<file path="config.mk">
export PLATFORM = sky130hd
export DESIGN_NAME = sequence_reorder_queue_unit
export DESIGN_NICKNAME = d
export VERILOG_FILES = /design/src/srq_pkg.sv /design/src/srq_front.sv /design/src/srq_divider.sv /design/src/srq_back.sv /design/src/sequence_reorder_queue_unit.sv
export SDC_FILE = /design/constraint.sdc
export NUM_CORES = 2
export LEC_CHECK = 0
export BUFFER_PORTS_ARGS = -buffer_cell sky130_fd_sc_hd__clkbuf_2
export CELL_PAD_IN_SITES_DETAIL_PLACEMENT = 0
export CELL_PAD_IN_SITES_GLOBAL_PLACEMENT = 1
export CORE_UTILIZATION = 35
export CTS_CLUSTER_DIAMETER = 80
export DETAILED_ROUTE_END_ITERATION = 16
export PLACE_DENSITY_LB_ADDON = 0.15
export SLEW_MARGIN = 15
export SYNTH_ARGS = -nofsm -noshare
export SYNTH_HDL_FRONTEND = slang
export SYNTH_SLANG_ARGS = --single-unit
</file>
<file path="constraint.sdc">
create_clock -name clk -period 38.8 [get_ports clk]
set_input_delay 1.94 -clock clk [delete_from_list [all_inputs] [get_ports clk]]
set_output_delay 1.94 -clock clk [all_outputs]
set_load 0.1 [all_outputs]
</file>
<file path="src/srq_pkg.sv">
// Package for the sequence reorder queue.
// Holds the shared types, codes and default sizes; depends on nothing.
`default_nettype none
package srq_pkg;

  localparam int DATA_W         = 32;
  localparam int AVG_W          = 40;
  localparam int OCC_W          = 5;
  localparam int DEF_DEPTH      = 16;
  localparam int DEF_SEQ_BITS   = 32;
  localparam int DEF_FRAC_BITS  = 8;

  typedef enum logic [1:0] {
    MODE_APPEND    = 2'd0,
    MODE_SORTED    = 2'd1,
    MODE_POP       = 2'd2,
    MODE_POP_ORDER = 2'd3
  } mode_t;

  typedef enum logic [1:0] {
    STAT_OK    = 2'd0,
    STAT_FULL  = 2'd1,
    STAT_EMPTY = 2'd2,
    STAT_ORDER = 2'd3
  } status_t;

  typedef enum logic [1:0] {
    ST_IDLE,
    ST_SCAN,
    ST_PREP,
    ST_DIV
  } state_t;

  // One classified request as handed from the front to the back.
  typedef struct packed {
    mode_t              mode;
    logic [DATA_W-1:0]  seq;
    logic [DATA_W-1:0]  payload;
    logic [DATA_W-1:0]  arrival;
    logic [DATA_W-1:0]  want;
  } item_t;

  // One stored queue entry.
  typedef struct packed {
    logic [DATA_W-1:0] seq;
    logic [DATA_W-1:0] payload;
    logic [DATA_W-1:0] gap;
  } slot_t;

  // One result.
  typedef struct packed {
    status_t            status;
    logic               popped_valid;
    logic [DATA_W-1:0]  popped_seq;
    logic [DATA_W-1:0]  popped_payload;
    logic [DATA_W-1:0]  popped_gap;
    logic [OCC_W-1:0]   occupancy;
    logic               queue_empty;
    logic [AVG_W-1:0]   average_gap;
  } result_t;

endpackage
`default_nettype wire

</file>
<file path="src/srq_front.sv">
// Front end of the sequence reorder queue: accepts requests, masks the
// sequence fields and holds them in a two-entry queue. Depends on srq_pkg.
`default_nettype none
module srq_front #(
  parameter int SEQ_BITS = srq_pkg::DEF_SEQ_BITS
) (
  input  wire                           clk,
  input  wire                           rst_n,
  input  wire                           in_valid,
  output logic                          in_stall,
  input  wire  [1:0]                    in_mode,
  input  wire  [srq_pkg::DATA_W-1:0]    in_entry_seq,
  input  wire  [srq_pkg::DATA_W-1:0]    in_entry_payload,
  input  wire  [srq_pkg::DATA_W-1:0]    in_arrival_time,
  input  wire  [srq_pkg::DATA_W-1:0]    in_previous_seq,
  output logic                          item_valid,
  output srq_pkg::item_t                item,
  input  wire                           item_pop
);

  localparam logic [srq_pkg::DATA_W-1:0] SEQ_MASK =
    srq_pkg::DATA_W'((64'd1 << SEQ_BITS) - 64'd1);

  srq_pkg::item_t fifo_r [2];
  logic           wr_r, wr_nxt;
  logic           rd_r, rd_nxt;
  logic [1:0]     cnt_r, cnt_nxt;
  srq_pkg::item_t cls;
  logic           push, pop;

  // Classify the incoming request: mask sequences and form the wanted next one.
  always_comb begin
    cls.mode    = srq_pkg::mode_t'(in_mode);
    cls.seq     = in_entry_seq & SEQ_MASK;
    cls.payload = in_entry_payload;
    cls.arrival = in_arrival_time;
    cls.want    = ((in_previous_seq & SEQ_MASK) + srq_pkg::DATA_W'(1)) & SEQ_MASK;
  end

  assign in_stall   = (cnt_r == 2'd2);
  assign push       = in_valid && !in_stall;
  assign item_valid = (cnt_r != 2'd0);
  assign pop        = item_pop && item_valid;
  assign item       = fifo_r[rd_r];

  // Pointer and fill count update.
  always_comb begin
    wr_nxt  = push ? !wr_r : wr_r;
    rd_nxt  = pop ? !rd_r : rd_r;
    cnt_nxt = cnt_r + {1'b0, push} - {1'b0, pop};
  end

  always_ff @(posedge clk) begin
    if (!rst_n) begin
      wr_r  <= 1'b0;
      rd_r  <= 1'b0;
      cnt_r <= 2'd0;
    end else begin
      wr_r  <= wr_nxt;
      rd_r  <= rd_nxt;
      cnt_r <= cnt_nxt;
    end
  end

  // Queue storage.
  always_ff @(posedge clk) begin
    if (push) begin
      fifo_r[wr_r] <= cls;
    end
  end

endmodule
`default_nettype wire

</file>
<file path="src/srq_divider.sv">
// Restoring divider, one quotient bit per cycle, for the running average.
// Depends on srq_pkg.
`default_nettype none
module srq_divider #(
  parameter int NW = 41
) (
  input  wire                         clk,
  input  wire                         rst_n,
  input  wire                         start,
  input  wire  [NW-1:0]               dividend,
  input  wire  [srq_pkg::DATA_W-1:0]  divisor,
  output logic                        busy,
  output logic [NW-1:0]               quotient
);

  localparam int CNT_W = $clog2(NW + 1);

  logic [srq_pkg::DATA_W:0]   rem_r, rem_nxt;
  logic [NW-1:0]              q_r, q_nxt;
  logic [srq_pkg::DATA_W-1:0] d_r;
  logic [CNT_W-1:0]           cnt_r, cnt_nxt;
  logic                       busy_r, busy_nxt;
  logic [srq_pkg::DATA_W:0]   rem_sh;
  logic                       ge;

  // One step of shift, compare and subtract.
  always_comb begin
    rem_sh   = {rem_r[srq_pkg::DATA_W-1:0], q_r[NW-1]};
    ge       = rem_sh >= {1'b0, d_r};
    rem_nxt  = rem_r;
    q_nxt    = q_r;
    cnt_nxt  = cnt_r;
    busy_nxt = busy_r;
    if (start) begin
      rem_nxt  = '0;
      q_nxt    = dividend;
      cnt_nxt  = CNT_W'(NW);
      busy_nxt = 1'b1;
    end else if (busy_r) begin
      rem_nxt  = ge ? (rem_sh - {1'b0, d_r}) : rem_sh;
      q_nxt    = {q_r[NW-2:0], ge};
      cnt_nxt  = cnt_r - CNT_W'(1);
      busy_nxt = (cnt_r != CNT_W'(1));
    end
  end

  always_ff @(posedge clk) begin
    if (!rst_n) begin
      busy_r <= 1'b0;
      cnt_r  <= '0;
    end else begin
      busy_r <= busy_nxt;
      cnt_r  <= cnt_nxt;
    end
  end

  always_ff @(posedge clk) begin
    rem_r <= rem_nxt;
    q_r   <= q_nxt;
    if (start) begin
      d_r <= divisor;
    end
  end

  assign busy     = busy_r;
  assign quotient = q_r;

endmodule
`default_nettype wire

</file>
<file path="src/srq_back.sv">
// Back end of the sequence reorder queue: entry store, sorted scan, gap
// average and result register. Depends on srq_pkg and srq_divider.
`default_nettype none
module srq_back #(
  parameter int QUEUE_DEPTH   = srq_pkg::DEF_DEPTH,
  parameter int FRACTION_BITS = srq_pkg::DEF_FRAC_BITS
) (
  input  wire              clk,
  input  wire              rst_n,
  input  wire              item_valid,
  input  srq_pkg::item_t   item,
  output logic             item_pop,
  output logic             out_valid,
  input  wire              out_stall,
  output srq_pkg::result_t result
);

  localparam int CW = $clog2(QUEUE_DEPTH + 1);
  localparam int IW = $clog2(QUEUE_DEPTH);
  localparam int TW = srq_pkg::DATA_W + FRACTION_BITS;
  localparam int DW = (TW > srq_pkg::AVG_W) ? TW : srq_pkg::AVG_W;
  localparam int NW = DW + 1;
  localparam logic [srq_pkg::AVG_W-1:0]  AVG_MAX   = {srq_pkg::AVG_W{1'b1}};
  localparam logic [srq_pkg::DATA_W-1:0] TOTAL_MAX = {srq_pkg::DATA_W{1'b1}};

  srq_pkg::slot_t   slot_r [QUEUE_DEPTH];
  srq_pkg::state_t  state_r, state_nxt;
  srq_pkg::item_t   cur_r, cur_nxt;
  logic [CW-1:0]    count_r, count_nxt;
  logic [CW-1:0]    pos_r, pos_nxt;
  logic [srq_pkg::DATA_W-1:0] last_r, last_nxt;
  logic [srq_pkg::DATA_W-1:0] total_r, total_nxt;
  logic [srq_pkg::DATA_W-1:0] gap_r, gap_nxt;
  logic [srq_pkg::AVG_W-1:0]  avg_r, avg_nxt;
  logic             up_r, up_nxt;
  logic             out_valid_r, out_valid_nxt;
  srq_pkg::result_t res_r, res_nxt;

  logic             out_free;
  logic             do_ins, do_pop;
  logic [CW-1:0]    ins_pos;
  srq_pkg::slot_t   ins_slot;
  logic [srq_pkg::DATA_W-1:0] gap_calc;
  logic [DW-1:0]    target, avg_ext;
  logic [NW-1:0]    dividend;
  logic             div_start, div_busy;
  logic [NW-1:0]    quot;
  logic [NW:0]      avg_sum;
  srq_pkg::slot_t   scan_slot;

  srq_divider #(.NW(NW)) u_div (
    .clk      (clk),
    .rst_n    (rst_n),
    .start    (div_start),
    .dividend (dividend),
    .divisor  (total_r),
    .busy     (div_busy),
    .quotient (quot)
  );

  assign out_free  = !out_valid_r || !out_stall;
  assign scan_slot = slot_r[pos_r[IW-1:0]];

  // Gap since the previous sorted arrival; zero on a first or earlier arrival.
  assign gap_calc = ((last_r == '0) || (cur_r.arrival < last_r)) ? '0 :
                    (cur_r.arrival - last_r);

  // Dividend for the average step: rounded down going up, rounded up going down.
  always_comb begin
    target  = DW'(gap_r) << FRACTION_BITS;
    avg_ext = DW'(avg_r);
    up_nxt  = up_r;
    if (target >= avg_ext) begin
      dividend = NW'(target - avg_ext);
    end else begin
      dividend = NW'(avg_ext - target) + NW'(total_r) - NW'(1);
    end
    if (state_r == srq_pkg::ST_PREP) begin
      up_nxt = (target >= avg_ext);
    end
  end

  assign avg_sum = up_r ? ((NW+1)'(avg_r) + (NW+1)'(quot)) :
                          ((NW+1)'(avg_r) - (NW+1)'(quot));

  // Sequencer: next state, store operations and result.
  always_comb begin
    state_nxt     = state_r;
    cur_nxt       = cur_r;
    pos_nxt       = pos_r;
    last_nxt      = last_r;
    total_nxt     = total_r;
    gap_nxt       = gap_r;
    avg_nxt       = avg_r;
    out_valid_nxt = out_valid_r && out_stall;
    res_nxt       = res_r;
    item_pop      = 1'b0;
    do_ins        = 1'b0;
    do_pop        = 1'b0;
    ins_pos       = count_r;
    ins_slot      = '{seq: cur_r.seq, payload: cur_r.payload, gap: '0};
    div_start     = 1'b0;
    unique case (state_r)
      srq_pkg::ST_IDLE: begin
        if (item_valid && out_free) begin
          item_pop            = 1'b1;
          cur_nxt             = item;
          out_valid_nxt       = 1'b1;
          res_nxt             = '0;
          res_nxt.status      = srq_pkg::STAT_OK;
          res_nxt.average_gap = avg_r;
          unique case (item.mode)
            srq_pkg::MODE_APPEND, srq_pkg::MODE_SORTED: begin
              if (count_r == CW'(QUEUE_DEPTH)) begin
                res_nxt.status = srq_pkg::STAT_FULL;
              end else if (item.mode == srq_pkg::MODE_APPEND) begin
                do_ins   = 1'b1;
                ins_slot = '{seq: item.seq, payload: item.payload, gap: '0};
              end else begin
                out_valid_nxt = out_valid_r && out_stall;
                pos_nxt       = '0;
                state_nxt     = srq_pkg::ST_SCAN;
              end
            end
            srq_pkg::MODE_POP, srq_pkg::MODE_POP_ORDER: begin
              if (count_r == '0) begin
                res_nxt.status = srq_pkg::STAT_EMPTY;
              end else if (item.mode == srq_pkg::MODE_POP || slot_r[0].seq == item.want) begin
                do_pop                 = 1'b1;
                res_nxt.popped_valid   = 1'b1;
                res_nxt.popped_seq     = slot_r[0].seq;
                res_nxt.popped_payload = slot_r[0].payload;
                res_nxt.popped_gap     = slot_r[0].gap;
              end else begin
                res_nxt.status = srq_pkg::STAT_ORDER;
              end
            end
            default: ;
          endcase
        end
      end
      srq_pkg::ST_SCAN: begin
        if ((pos_r < count_r) && (scan_slot.seq <= cur_r.seq)) begin
          pos_nxt = pos_r + CW'(1);
        end else begin
          do_ins    = 1'b1;
          ins_pos   = pos_r;
          ins_slot  = '{seq: cur_r.seq, payload: cur_r.payload, gap: gap_calc};
          gap_nxt   = gap_calc;
          last_nxt  = cur_r.arrival;
          total_nxt = (total_r == TOTAL_MAX) ? total_r : (total_r + srq_pkg::DATA_W'(1));
          state_nxt = srq_pkg::ST_PREP;
        end
      end
      srq_pkg::ST_PREP: begin
        div_start = 1'b1;
        state_nxt = srq_pkg::ST_DIV;
      end
      srq_pkg::ST_DIV: begin
        if (!div_busy && out_free) begin
          avg_nxt = (avg_sum > (NW+1)'(AVG_MAX)) ? AVG_MAX : avg_sum[srq_pkg::AVG_W-1:0];
          out_valid_nxt       = 1'b1;
          res_nxt             = '0;
          res_nxt.status      = srq_pkg::STAT_OK;
          res_nxt.average_gap = avg_nxt;
          state_nxt           = srq_pkg::ST_IDLE;
        end
      end
      default: state_nxt = srq_pkg::ST_IDLE;
    endcase
    count_nxt = count_r + CW'(do_ins) - CW'(do_pop);
    if (state_r == srq_pkg::ST_IDLE || state_r == srq_pkg::ST_DIV) begin
      res_nxt.occupancy   = out_valid_nxt && !(out_valid_r && out_stall) ?
                            srq_pkg::OCC_W'(count_nxt) : res_r.occupancy;
      res_nxt.queue_empty = out_valid_nxt && !(out_valid_r && out_stall) ?
                            (count_nxt == '0) : res_r.queue_empty;
    end
  end

  // Control registers.
  always_ff @(posedge clk) begin
    if (!rst_n) begin
      state_r     <= srq_pkg::ST_IDLE;
      count_r     <= '0;
      last_r      <= '0;
      total_r     <= '0;
      avg_r       <= '0;
      out_valid_r <= 1'b0;
    end else begin
      state_r     <= state_nxt;
      count_r     <= count_nxt;
      last_r      <= last_nxt;
      total_r     <= total_nxt;
      avg_r       <= avg_nxt;
      out_valid_r <= out_valid_nxt;
    end
  end

  // Working and result registers.
  always_ff @(posedge clk) begin
    cur_r <= cur_nxt;
    pos_r <= pos_nxt;
    gap_r <= gap_nxt;
    up_r  <= up_nxt;
    res_r <= res_nxt;
  end

  // Entry store: shift towards the head on a pop, open a gap on an insert.
  always_ff @(posedge clk) begin
    if (do_pop) begin
      for (int i = 0; i < QUEUE_DEPTH - 1; i++) begin
        slot_r[i] <= slot_r[i+1];
      end
    end else if (do_ins) begin
      if (ins_pos == '0) begin
        slot_r[0] <= ins_slot;
      end
      for (int i = 1; i < QUEUE_DEPTH; i++) begin
        if (CW'(i) == ins_pos) begin
          slot_r[i] <= ins_slot;
        end else if ((CW'(i) > ins_pos) && (CW'(i) <= count_r)) begin
          slot_r[i] <= slot_r[i-1];
        end
      end
    end
  end

  assign out_valid = out_valid_r;
  assign result    = res_r;

endmodule
`default_nettype wire

</file>
<file path="src/sequence_reorder_queue_unit.sv">
// Sequence reorder queue, top level. Append, pop and in-order pop requests
// are answered from the back end's idle state; a sorted insert first scans
// the stored entries for its place, then runs the serial average divider
// before its result is registered.
// Requests are handled one at a time by the back end; a two-entry front queue
// takes new requests meanwhile. Synchronous active-low reset empties the queue
// and clears the average; the entry store itself is not cleared.
// Depends on srq_pkg, srq_front, srq_back.
`default_nettype none
module sequence_reorder_queue_unit #(
  parameter int QUEUE_DEPTH   = srq_pkg::DEF_DEPTH,
  parameter int SEQ_BITS      = srq_pkg::DEF_SEQ_BITS,
  parameter int FRACTION_BITS = srq_pkg::DEF_FRAC_BITS
) (
  input  wire                          clk,
  input  wire                          rst_n,
  input  wire                          in_valid,
  output logic                         in_stall,
  input  wire  [1:0]                   in_mode,
  input  wire  [srq_pkg::DATA_W-1:0]   in_entry_seq,
  input  wire  [srq_pkg::DATA_W-1:0]   in_entry_payload,
  input  wire  [srq_pkg::DATA_W-1:0]   in_arrival_time,
  input  wire  [srq_pkg::DATA_W-1:0]   in_previous_seq,
  output logic                         out_valid,
  input  wire                          out_stall,
  output logic [1:0]                   out_status,
  output logic                         out_popped_valid,
  output logic [srq_pkg::DATA_W-1:0]   out_popped_seq,
  output logic [srq_pkg::DATA_W-1:0]   out_popped_payload,
  output logic [srq_pkg::DATA_W-1:0]   out_popped_gap,
  output logic [srq_pkg::OCC_W-1:0]    out_occupancy,
  output logic                         out_queue_empty,
  output logic [srq_pkg::AVG_W-1:0]    out_average_gap
);

  logic             item_valid;
  logic             item_pop;
  srq_pkg::item_t   item;
  srq_pkg::result_t result;

  srq_front #(.SEQ_BITS(SEQ_BITS)) u_front (
    .clk              (clk),
    .rst_n            (rst_n),
    .in_valid         (in_valid),
    .in_stall         (in_stall),
    .in_mode          (in_mode),
    .in_entry_seq     (in_entry_seq),
    .in_entry_payload (in_entry_payload),
    .in_arrival_time  (in_arrival_time),
    .in_previous_seq  (in_previous_seq),
    .item_valid       (item_valid),
    .item             (item),
    .item_pop         (item_pop)
  );

  srq_back #(
    .QUEUE_DEPTH   (QUEUE_DEPTH),
    .FRACTION_BITS (FRACTION_BITS)
  ) u_back (
    .clk        (clk),
    .rst_n      (rst_n),
    .item_valid (item_valid),
    .item       (item),
    .item_pop   (item_pop),
    .out_valid  (out_valid),
    .out_stall  (out_stall),
    .result     (result)
  );

  // Unpack the result register onto the output ports.
  assign out_status         = result.status;
  assign out_popped_valid   = result.popped_valid;
  assign out_popped_seq     = result.popped_seq;
  assign out_popped_payload = result.popped_payload;
  assign out_popped_gap     = result.popped_gap;
  assign out_occupancy      = result.occupancy;
  assign out_queue_empty    = result.queue_empty;
  assign out_average_gap    = result.average_gap;

endmodule
`default_nettype wire

</file>
==> results.cfg <==
[placed_design]
port-buffer-count = 280
hpwlAfterDp_um = 276000
globalplace.congestion = 0.863

[critical_path]
cp_startpoint_kind = flip-flop
critical_path.max_fanout = 54
crit_chain = buf_4, buf_4, mux4_2, mux4_2, ha_1, nand4_2, or4_4, nor4_4, nand2_1, o21ai_2, nor4_2, nor2_4, buf_4, buf_4, o2111ai_4, o211ai_1, buf_4, buf_4
required_time_of_the_worst_setup_path_ns = 39.34
r2r_cells = 18
register_to_register_setup_slack_ns = 28.08
critPathMostFrequentCell = sky130_fd_sc_hd__buf_4
setup.worst_path.end = u_back.slot_r[13][46]
critical_path.slowest_cell = sky130_fd_sc_hd__dfxtp_4
timing_worst_setup_path_type = flip-flop to flip-flop
timing.critical_path.slowest_cell_delay_ns = 0.98
worst_r2r_endpoint = u_back.slot_r[13][46]
critical_path.endpoint_type = flip-flop
worst_ep_arrival_time_ns = 11.26

[job]
cap_viol_max_count = 0

[logic_synthesis]
synth_enable_flop_cells = 2148
synth.yosys.seq_area_share_pct = 56.1
ys_seq_elements = 2308
synth_area_um2 = 121000
unique_cell_type_count_in_the_yosys_netlist = 101
post_synth_inst_count = 10600
synth.avg_cell_area_um2 = 11.3
dominantRegCellSynth = sky130_fd_sc_hd__edfxtp_1
ys.warnings.count = 0
synth-async-reset-ratio_pct = 0
syn_nets = 11100

[finish]
number_of_nets_in_the_layout = 11000
drive_gt1_share_pct = 11.4
final_core_utilization_pct = 39.5
syn2layout_area_growth_pct = 12.2

[sta]
clock_skew_ns = 0.0875
finalSetupViolations = 0
final-max-slew-violation-count = 0
timing.final.hold_violations = 0
fmax_mhz = 93.3
rsz0062_at_grt = false
setup_tns_ns = 0
max_slew.worst_pin.slew_ns = 1.32
timing.final.crit_period_ns = 10.72
share_of_the_clock_period_used_by_the_worst_path_after_layout_pct = 27.6
slew_headroom_pct = 11.7

[cts]
numCtsBuffers = 286
tritoncts_num_sinks = 2308
h-tree-depth = 5
cts.hold.buffers_added = 0
post_cts_resize_count = 0
clock-root-buffer = sky130_fd_sc_hd__clkbuf_16
worst_skew_pair.late_latency_ns = 0.95
cts_tree = yes
clk_pin_slew_ns = 0.06
postCtsSetupBuffers = 0
cts-root-to-sink-buffers = 4

[global_routing]
grt_overflow_total = 0
grt_antenna_before_repair = 34
first_global_vias = 88000
grt_start_max_net_pins = 153
track_usage_pct = 24.9
global_route_wire_length_before_repair_um = 638000

[die]
floorplan.die_area_um2 = 347000
die_h_um = 589
horizontal_die_dimension_um = 589
placement_rows = 215
core_area_um2 = 343000
ios = 281
floorplan.initialDensity_pct = 35.2

[power]
power_density_nw_per_um2 = 89.5
cellLeakagePower_nw = 49.7
worst_ir_drop_vdd_mv = 0.0670

[route]
via_count = 90300
detail_route.iter0.violations = 9726
antenna_left = 0
detail_route.wirelength_um = 444000
drt_pass1_iterations = 6
avgRoutedWirePerCell_um = 28.8
drc_errors = 0
mean_number_of_vias_per_cell = 5.86

[outcome]
outcome = complete, no violations

[min_path]
worst_hold_path_type = flip-flop to flip-flop
[area by class of cell]
cell class | count | area, um^2
fillers | 33100 | 208000
clock inverters | 154 | 1300
multi-input cells | 7231 | 48900
clock buffers | 359 | 7700
diodes | 14 | 35.0
flip-flops and latches | 2308 | 67700
inverters | 332 | 1250
repair buffers | 458 | 2860
well taps | 4557 | 5700
[critical path, delay by kind of cell, from the launching register on]
family          cells  cell delay (ns)
flops               1             0.98
fa+ha+maj           1             0.35
compound gates      3             1.25
buf+inv             6             4.77
simple gates        6             1.82
mux                 2             0.91
[power by group]
part	total, W	switching, W	internal [W]	leakage [nW]
sequential	0.00436	0.000503	0.00385	21.1
combinational	0.00513	0.00362	0.00151	24.2
clock	0.00264	0.00112	0.00151	4.40
[routing by layer]
layer	track usage, %	part of all wire (%)
met3	4.31	7.8
met5	0	0.0088
met2	40.0	46
met4	7.44	3.1
met1	34.2	43
[state kept, by name (all words and copies together), names as in the netlist, named ones only]
| name | cells |
|---|---|
| u_front.cnt_r | 2 |
| u_back.avg_ext | 40 |
| u_back.gap_r | 32 |
| u_back.result | 145 |
| u_front.fifo_r | 260 |
| u_back.up_r | 1 |
| u_back.out_valid | 1 |
| u_back.state_r | 2 |
| u_back.total_r | 32 |
| u_back.u_div.quotient | 41 |
| u_back.u_div.busy | 1 |
| u_back.count_r | 5 |
| u_front.rd_r | 1 |
| u_back.last_r | 32 |
| u_back.cur_r | 96 |
| u_back.pos_r | 5 |
| u_back.u_div.rem_r | 32 |
| u_back.u_div.cnt_r | 6 |
| u_front.wr_r | 1 |
| u_back.u_div.d_r | 32 |
| u_back.slot_r | 1536 |
[cells in the mapped netlist, drive strengths merged, types with 53 or more instances]
cell type     n  area, um^2
inv         330        1240
a22o         66         578
buf         260        1490
a21oi      1114        5600
mux2        109        1230
nor3         62         320
nand2       707        2660
a22oi       196        1470
xnor2       177        1550
nand4        66         434
o22ai       195        1220
o21ai       616        3090
dfxtp       160        3200
a21o        108         811
edfxtp     2148       64500
clkbuf      512        1920
nor2       1422        5340
and2        148         926
a21boi       53         398
a221o       356        3560
xor2        104         911
mux2i       592        5930
nand3        97         485
a31oi        76         475
ha          254        3180
mux4        160        3600
[how the worst min path moves through the flow]
stage | startpoint | endpoint | slack [ns] | cells past startpoint
floorplan | u_back.total_r[3] | u_back.u_div.d_r[3] | 0.41 | 0
global placement | u_back.total_r[3] | u_back.u_div.d_r[3] | 0.42 | 0
detailed placement | u_back.total_r[3] | u_back.u_div.d_r[3] | 0.42 | 0
CTS | u_back.total_r[3] | u_back.u_div.d_r[3] | 0.44 | 0
global route | u_back.total_r[3] | u_back.u_div.d_r[3] | 0.45 | 0
finish | u_back.total_r[3] | u_back.u_div.d_r[3] | 0.44 | 0
[metrics by stage]
stage	setup slack (ns)	power [W]	hold WS, ns	instance area (um^2)	std cells
CTS	28.12	0.0122	0.439	135000	15400
floorplan	26.60	0.00770	0.408	121000	10600
detailed placement	28.10	0.00950	0.425	126000	14900
finish	28.08	0.0121	0.437	135000	15400
global route	27.78	0.0127	0.455	135000	15400
global placement	28.27	0.00943	0.423	126000	14900
[kinds of logic (layout without fill, tap and decap cells)]
| group | Yosys count | count (layout) | share of synthesized area, % |
|---|---|---|---|
| xor+xnor | 281 | 281 | 2.04 |
| compound gates | 3044 | 3044 | 16.1 |
| flops | 2308 | 2308 | 56.1 |
| buf+inv | 1104 | 1303 | 3.86 |
| mux | 861 | 861 | 8.91 |
| simple gates | 2762 | 2762 | 9.87 |
| other cells | 0 | 14 | 0 |
| fa+ha+maj | 283 | 283 | 3.11 |
[layout by cell type (no fill, tap or decap), drive strengths merged, types with 53 or more instances in the layout]
cell type,synthesis,final
edfxtp,2148,2148
inv,330,342
o22ai,195,195
mux2,109,109
ha,254,254
dfxtp,160,160
nand2,707,707
a31oi,76,76
nand4,66,66
a21oi,1114,1114
xnor2,177,177
clkbuf,512,639
a22o,66,66
nand3,97,97
a21boi,53,53
mux4,160,160
mux2i,592,592
a21o,108,108
nor3,62,62
a22oi,196,196
a221o,356,356
o21ai,616,616
and2,148,148
nor2,1422,1422
buf,260,178
clkinv,2,123
xor2,104,104
Note: power is estimated with default switching activity, not from simulation.
